File: src/hdl/ttb_pkg.sv
// Shared types and constants for the timeout timer bank.
package ttb_pkg;

   localparam int SLOTS_DEFAULT      = 16;
   localparam int LIMIT_BITS_DEFAULT = 16;
   localparam int FLAG_BITS          = 16;
   localparam int INDEX_BITS         = 4;
   localparam int IN_LIMIT_BITS      = 16;
   localparam int TIME_BITS          = 32;
   localparam int DEFAULT_LIMIT      = 3;
   localparam int RESET_LIMIT        = 5;
   localparam int REQ_DATA_BITS      = 24;
   localparam int RSP_DATA_BITS      = 56;

   typedef enum logic [1:0] {
      CMD_TICK    = 2'd0,
      CMD_ADD     = 2'd1,
      CMD_REMOVE  = 2'd2,
      CMD_RESTART = 2'd3
   } command_type;

   // command broadcast to every cell
   typedef struct packed {
      logic                     fire;
      command_type              command;
      logic [INDEX_BITS-1:0]    slot_index;
      logic [IN_LIMIT_BITS-1:0] limit;
      logic                     start_now;
   } cell_cmd_type;

   // what each cell reports back
   typedef struct packed {
      logic grant;
      logic remove_hit;
      logic expired_next;
   } cell_status_type;

endpackage

File: src/hdl/ttb_cell.sv
// One timeout slot: valid, limit, counter, running and expired state.
module ttb_cell #(
   parameter int INDEX      = 0,
   parameter int LIMIT_BITS = ttb_pkg::LIMIT_BITS_DEFAULT
) (
   input  logic                      clock,
   input  logic                      reset,
   input  ttb_pkg::cell_cmd_type     cmd,
   input  logic                      free_before,
   output logic                      free_through,
   output ttb_pkg::cell_status_type  status
);

   logic                  valid_ff,   valid_in;
   logic                  running_ff, running_in;
   logic                  expired_ff, expired_in;
   logic [LIMIT_BITS-1:0] limit_ff,   limit_in;
   logic [LIMIT_BITS:0]   counter_ff, counter_in;

   logic                  hit;
   logic                  grant;
   logic                  run;
   logic [LIMIT_BITS:0]   count_inc;
   logic [LIMIT_BITS-1:0] lim;

   // slots above the index range can never be addressed
   assign hit   = (int'(cmd.slot_index) == INDEX);
   assign grant = cmd.fire && (cmd.command == ttb_pkg::CMD_ADD) && !valid_ff && !free_before;
   assign free_through = free_before || !valid_ff;
   assign lim       = LIMIT_BITS'(cmd.limit);
   assign run       = running_ff || (counter_ff == '0);
   assign count_inc = counter_ff + (LIMIT_BITS+1)'(1);

   always_comb begin
      valid_in   = valid_ff;
      running_in = running_ff;
      expired_in = expired_ff;
      limit_in   = limit_ff;
      counter_in = counter_ff;
      if (cmd.fire) begin
         case (cmd.command)
            ttb_pkg::CMD_TICK: begin
               if (valid_ff && (limit_ff != '0) && run) begin
                  counter_in = count_inc;
                  if (count_inc > {1'b0, limit_ff}) begin
                     expired_in = 1'b1;
                     running_in = 1'b0;
                  end else begin
                     running_in = 1'b1;
                  end
               end
            end
            ttb_pkg::CMD_ADD: begin
               if (grant) begin
                  valid_in   = 1'b1;
                  limit_in   = (lim != '0) ? lim : LIMIT_BITS'(ttb_pkg::DEFAULT_LIMIT);
                  expired_in = 1'b0;
                  counter_in = {1'b0, lim};
                  running_in = cmd.start_now;
               end
            end
            ttb_pkg::CMD_REMOVE: begin
               if (hit && valid_ff) valid_in = 1'b0;
            end
            ttb_pkg::CMD_RESTART: begin
               if (hit) begin
                  counter_in = '0;
                  expired_in = 1'b0;
               end
            end
            default: ;
         endcase
      end
   end

   assign status.grant        = grant;
   assign status.remove_hit   = cmd.fire && (cmd.command == ttb_pkg::CMD_REMOVE) && hit && valid_ff;
   assign status.expired_next = expired_in;

   always_ff @(posedge clock) begin
      if (reset) begin
         valid_ff   <= 1'b0;
         running_ff <= 1'b0;
         expired_ff <= 1'b0;
         limit_ff   <= LIMIT_BITS'(ttb_pkg::RESET_LIMIT);
         counter_ff <= '0;
      end else begin
         valid_ff   <= valid_in;
         running_ff <= running_in;
         expired_ff <= expired_in;
         limit_ff   <= limit_in;
         counter_ff <= counter_in;
      end
   end

endmodule

File: src/hdl/timeout_timer_bank_unit.sv
// Top level of the timeout timer bank: row of slot cells and result register.
// Result: registered, shown in the cycle after its command is accepted.
// Throughput: one command per cycle unless an unread result holds req_tready low;
// the free-slot search ripples through the cell row within that cycle, so its
// length grows with SLOTS. Reset: synchronous, active high; slots go invalid
// with limit 5 and the time count returns to zero.
module timeout_timer_bank_unit #(
   parameter int SLOTS      = ttb_pkg::SLOTS_DEFAULT,
   parameter int LIMIT_BITS = ttb_pkg::LIMIT_BITS_DEFAULT
) (
   input  logic                              clock,
   input  logic                              reset,
   input  logic                              req_tvalid,
   output logic                              req_tready,
   // [3:0] slot_index, [19:4] limit, [20] start_now, [23:21] zero
   input  logic [ttb_pkg::REQ_DATA_BITS-1:0] req_tdata,
   // [1:0] command
   input  logic [1:0]                        req_tuser,
   output logic                              rsp_tvalid,
   input  logic                              rsp_tready,
   // [0] ok, [4:1] slot_out, [20:5] expired_flags, [52:21] time_now, [55:53] zero
   output logic [ttb_pkg::RSP_DATA_BITS-1:0] rsp_tdata
);

   localparam int FLAG_SLOTS = (SLOTS < ttb_pkg::FLAG_BITS) ? SLOTS : ttb_pkg::FLAG_BITS;

   ttb_pkg::cell_cmd_type    cmd;
   ttb_pkg::cell_status_type status [SLOTS];
   logic [SLOTS:0]           free_chain;
   logic                     accept;

   logic [ttb_pkg::INDEX_BITS-1:0] grant_index;
   logic                           remove_ok;
   logic [ttb_pkg::FLAG_BITS-1:0]  flags_next;
   logic                           ok_next;
   logic [ttb_pkg::INDEX_BITS-1:0] slot_next;

   logic [ttb_pkg::TIME_BITS-1:0]  tick_ff, tick_in;
   logic                           rsp_valid_ff, rsp_valid_in;
   logic                           ok_ff;
   logic [ttb_pkg::INDEX_BITS-1:0] slot_ff;
   logic [ttb_pkg::FLAG_BITS-1:0]  flags_ff;
   logic [ttb_pkg::TIME_BITS-1:0]  time_ff;

   assign req_tready = !rsp_valid_ff || rsp_tready;
   assign accept     = req_tvalid && req_tready;

   assign cmd.fire       = accept;
   assign cmd.command    = ttb_pkg::command_type'(req_tuser);
   assign cmd.slot_index = req_tdata[3:0];
   assign cmd.limit      = req_tdata[19:4];
   assign cmd.start_now  = req_tdata[20];

   assign free_chain[0] = 1'b0;

   for (genvar i = 0; i < SLOTS; i++) begin : g_cell
      ttb_cell #(
         .INDEX      (i),
         .LIMIT_BITS (LIMIT_BITS)
      ) u_cell (
         .clock        (clock),
         .reset        (reset),
         .cmd          (cmd),
         .free_before  (free_chain[i]),
         .free_through (free_chain[i+1]),
         .status       (status[i])
      );
   end

   always_comb begin
      grant_index = '0;
      remove_ok   = 1'b0;
      flags_next  = '0;
      for (int i = 0; i < SLOTS; i++) begin
         if (status[i].grant) grant_index = grant_index | ttb_pkg::INDEX_BITS'(i);
         remove_ok = remove_ok | status[i].remove_hit;
      end
      for (int i = 0; i < FLAG_SLOTS; i++) begin
         flags_next[i] = status[i].expired_next;
      end
   end

   always_comb begin
      ok_next   = 1'b0;
      slot_next = cmd.slot_index;
      tick_in   = tick_ff;
      case (cmd.command)
         ttb_pkg::CMD_TICK:   tick_in = tick_ff + ttb_pkg::TIME_BITS'(1);
         ttb_pkg::CMD_ADD: begin
            ok_next = free_chain[SLOTS];
            if (free_chain[SLOTS]) slot_next = grant_index;
         end
         ttb_pkg::CMD_REMOVE: ok_next = remove_ok;
         ttb_pkg::CMD_RESTART: ok_next = 1'b0;
         default: ;
      endcase
   end

   assign rsp_valid_in = accept ? 1'b1 : (rsp_tready ? 1'b0 : rsp_valid_ff);

   always_ff @(posedge clock) begin
      if (reset) begin
         tick_ff      <= '0;
         rsp_valid_ff <= 1'b0;
      end else begin
         rsp_valid_ff <= rsp_valid_in;
         if (accept) tick_ff <= tick_in;
      end
   end

   always_ff @(posedge clock) begin
      if (accept) begin
         ok_ff    <= ok_next;
         slot_ff  <= slot_next;
         flags_ff <= flags_next;
         time_ff  <= tick_in;
      end
   end

   assign rsp_tvalid = rsp_valid_ff;
   assign rsp_tdata  = {3'b000, time_ff, flags_ff, slot_ff, ok_ff};

endmodule

File: config.mk
export PLATFORM = sky130hd
export DESIGN_NAME = timeout_timer_bank_unit
export DESIGN_NICKNAME = d
export VERILOG_FILES = /design/src/hdl/ttb_pkg.sv /design/src/hdl/ttb_cell.sv /design/src/hdl/timeout_timer_bank_unit.sv
export SDC_FILE = /design/constraint.sdc
export NUM_CORES = 2
export LEC_CHECK = 0
export ABC_AREA = 0
export ABC_CLOCK_PERIOD_IN_PS = 5000
export BUFFER_PORTS_ARGS = -buffer_cell sky130_fd_sc_hd__buf_2
export CAP_MARGIN = 20
export CORE_MARGIN = 3
export CORE_UTILIZATION = 27
export CTS_BUF_LIST = sky130_fd_sc_hd__clkbuf_8
export DETAILED_ROUTE_END_ITERATION = 8
export PLACE_DENSITY = 0.46
export SYNTH_ARGS = -nofsm -noshare
export SYNTH_HDL_FRONTEND = slang
export SYNTH_SLANG_ARGS = --single-unit
File: constraint.sdc
create_clock -name clock -period 5 [get_ports clock]
set_clock_uncertainty 0.15 [all_clocks]
set_input_delay 0.25 -clock clock [delete_from_list [all_inputs] [get_ports clock]]
set_output_delay 0.25 -clock clock [all_outputs]
set_load 0.03 [all_outputs]
==> reports/summary.md <==
Area share of fa/ha/maj cells after synthesis: 9.04%. The run gives 27.4% as the effective utilization at floorplan. Port buffering added 81 buffers.

Setup violations remaining at the end of the flow were counted as 0. Post-CTS timing repair inserted 0 buffers for setup. The number of clock buffers inserted by TritonCTS is 121, and the maximum buffer depth of the clock tree is 3. The run gives 20.3% as the aggregate global-route resource usage.

TritonCTS built the clock tree. Dividing the final minimum period by the clock period gives 80.7%. The buffering stage count on the worst path with inverters included was 0; the first-pass iteration count of the detailed router was 6. The placed instances occupy a cell area of 43100 um^2.

Most numerous cell on the critical path: or4_1. The run finished with clean final reports. IR analysis of the VDD net gives a maximum drop of 0.000203 V. Traced cell by cell, the critical path runs through ha_1, nand2_1, or4_1, or2_2, xnor2_1, ha_1, nand4_1, or4_1, o21ai_0, nor4_1, or4_1, a211oi_1. The via density per instance works out to 5.37. The wire length per cell after detailed routing was 22.3 um.

Dominant delay contributor by cell family on the critical path: simple AND/OR/NAND/NOR gates. Final max-slew violation count: 0. The run gives 46100 um^2 as the post-route cell area.

The portion of synthesized cell area occupied by the leading cell type came out at 30.0%. The relative max-transition margin is 20.7%. After the flow finishes, the layout carries non-filler instances totaling 7344.

The synthesized-area fraction occupied by ao, oa, aoi and oai cells came out at 20.1%. The largest family of logic cells by synthesized area is simple AND/OR/NAND/NOR gates. The area of the mapped netlist was 40700 um^2; the power after layout was 13.3 mW. The maximum number of pins on one net before global-route repair came out at 161. In this run the core area contains 141 standard-cell rows. The tools report the post-route setup TNS as 0 ns.

For the number of antenna violations at the first check in global routing, the log shows 19. Clock-pin slew was measured on the worst setup and hold paths at 0.06 ns. For the post-synthesis sequential area ratio, the log shows 33.9%. The tools report the filler cell count as 15900. The most common cell in the synthesized netlist is nand2_1. The tools report the total vias in the final route as 39400. The simple-gate share of the synthesized area came out at 23.4%. The slack of the worst reg-to-reg path is 0.96 ns. After synthesis, the cell types taking the most area are dfxtp_1, ha_1, nand2_1. Including well taps, the total number of placed cells is 7088. The maximum fanout along the worst path is 7. Counting flops with a built-in enable in the synthesized netlist gives 53. The type of the setup path with the least slack is flip-flop to flip-flop. The average size of a mapped cell came out at 7.69 um^2. At the worst endpoint, the required time is 5.59 ns.

The most used flip-flop cell after synthesis is dfxtp_1. The synthesized netlist devotes 6.37% of its cell area to XOR and XNOR gates. The critical path's largest stage delay came out at 0.60 ns.

The tree is rooted in a clkbuf_8. Power spread over the standard cell area amounts to 288 nW/um^2. The detail route stage leaves a number of antenna-violating nets equal to 0. The multiplexer share of the synthesized area came out at 0.624%. The final net count is 5561, and the final wirelength is 164000 um.

The tools report the endpoint type of the worst setup path as a flip-flop. In this run, synthesis produced a sequential element count of 662. For the worst-skew pair, the clock arrives at the later sink with an insertion delay of 0.87 ns. Static timing analysis puts the maximum clock frequency at 248 MHz.

For the worst endpoint data arrival time, the log shows 4.63 ns. In the routed design, unresolved DRC markers number 0. The die boundary height came out at 394 um.

After technology mapping, the gate count stands at 5293. The run gives 31.0% as the share of the core filled with cells. The number of warnings reported in the yosys synthesis log came out at 0.

The run gives 242000 um as the global-route wire length before repair. The number of hold violations in the final report is 0. The tools report the weighted congestion reported at the end of routability-driven placement as 0.931.

Yosys mapped the design onto 83 distinct sky130hd cell types. Summed over all instances, the cell type with the most area after synthesis is dfxtp_1. CTS saw 662 sinks.

The actual slew at the worst max-slew pin was 1.18 ns; the signed area change from the synthesized netlist to the final layout was 13.2%. The worst hold path belongs to the class primary input to flip-flop. The I/O pin count is 88, and the share of layout cells above drive strength 1 is 8.13%.

The worst setup path is launched from a flip-flop. The final period demand of the worst path works out to 4.04 ns. The total half-perimeter wirelength after legalization and detailed placement came out at 112000 um. The detailed router finished its first iteration with 3510 violations. Via count of the first global-routing pass: 36800. The fraction of registers with async set/reset was 0%. The region available for standard cell placement spans 149000 um^2. The slowest stage of the critical path is the or4_1 cell. By count the netlist is led by nand2_1, dfxtp_1, a21oi_1, nor2_1, clkbuf_1.

The final global-route overflow total is 0, and the max-cap check violation count is 0. The die covers 155000 um^2. The die is 394 um wide.

The tools report the number of levels the H-tree was split into as 3. Setup repair after global routing left no endpoint under its margin. Cell leakage power: 16.5 nW.
==> layer usage <==
layer | track usage [%] | wire length [um] | up-vias
li1 | - | - | 18800
met2 | 31.3 | 71500 | 1287
met1 | 28.9 | 76900 | 19100
met3 | 3.11 | 10600 | 267
met5 | 0 | 31 | -
met4 | 6.21 | 5030 | 4
==> worst min-delay path, cell delays in order <==
cell	delay [ns]
dlygate4sd3_1	0.57
buf_8	0.24
a21oi_1	0.15
==> per-stage QoR <==
step	hold slack [ns]	setup slack [ns]
6_report	0.247	0.964
5_1_grt	0.237	0.647
4_1_cts	0.194	0.958
3_5_place_dp	0.302	0.959
3_3_place_gp	0.299	1.02
2_1_floorplan	0.275	1.16
==> cell type report <==
type | count | area (um^2) | share of cell area, %
sequential | 662 | 13800 | 29.9
inverter | 325 | 1220 | 2.66
tap | 2002 | 2500 | 5.44
timing repair buffer | 209 | 1560 | 3.39
clock buffer | 153 | 2110 | 4.57
clock inverter | 69 | 532 | 1.15
multi-input combinational | 3918 | 24300 | 52.8
antenna | 6 | 15.0 | 0.0326
==> flip-flops by register name, summed over array words and instances (netlist names) <==
name	cells
g_cell.u_cell.counter_ff	272
g_cell.u_cell.limit_ff	256
tick_ff	32
time_ff	32
flags_ff	16
g_cell.u_cell.expired_ff	16
g_cell.u_cell.running_ff	16
g_cell.u_cell.valid_ff	16
slot_ff	4
ok_ff	1
rsp_tvalid	1
==> layout by cell type (no fill, tap or decap), types with 14 or more instances in the layout <==
cell           instances
o32ai_1               42
edfxtp_1              53
nor3_1               115
o21a_1                15
o41ai_1               18
nor2_1               384
or3_1                 28
nand4_1              120
inv_1                359
and3_1                49
a311oi_1              24
nand3_1              196
nor2b_1               14
xnor2_1              187
or4_1                 34
o211ai_1              46
a21o_1                20
a31oi_1               35
nor4b_1               17
nand2b_1              18
o21ai_0              245
buf_4                 89
nor4_1               140
and4_1                33
clkbuf_8             153
ha_1                 292
buf_2                 80
nand2_1              739
xor2_1               109
dfxtp_1              609
mux2i_1               22
o31ai_1               47
a211oi_1             141
a21oi_1              502
o31a_1                32
dlygate4sd3_1         27
and2_1                37
nor3b_1               19
==> repair_timing <==
item,CTS,global route
resized for setup,0,0
hold buffers,27,0
hold endpoints to repair,297,0
==> logic make-up (layout without fill, tap and decap cells) <==
family,Yosys count,count (layout)
xor gates and xnor gates,296,296
muxes,24,24
DFF,662,662
other,1,9
AOI/OAI and AO/OA,1303,1303
buffers and inverters,715,756
adders and majority gates,294,294
and+or+nand+nor,1998,1998
==> power breakdown <==
group	internal, mW	switching [mW]	leakage, nW	total [mW]
combinational	0.595	1.28	9.50	1.87
sequential	5.48	0.190	5.46	5.67
clock	3.13	2.62	1.50	5.75
==> worst paths after layout <==
kind / end / startpoint / depth (start not counted)
min reg2reg: g_cell[15].u_cell.limit_ff[8]$_SDFFE_PP0P_ / g_cell[15].u_cell.limit_ff[8]$_SDFFE_PP0P_ / 2
max reg2reg: g_cell[13].u_cell.running_ff$_SDFFE_PP0P_ / g_cell[13].u_cell.counter_ff[0]$_SDFFE_PP0P_ / 12
max: g_cell[13].u_cell.running_ff$_SDFFE_PP0P_ / g_cell[13].u_cell.counter_ff[0]$_SDFFE_PP0P_ / 12
min: g_cell[11].u_cell.counter_ff[2]$_SDFFE_PP0P_ / reset / 3
(Power assumes the default switching activity.)
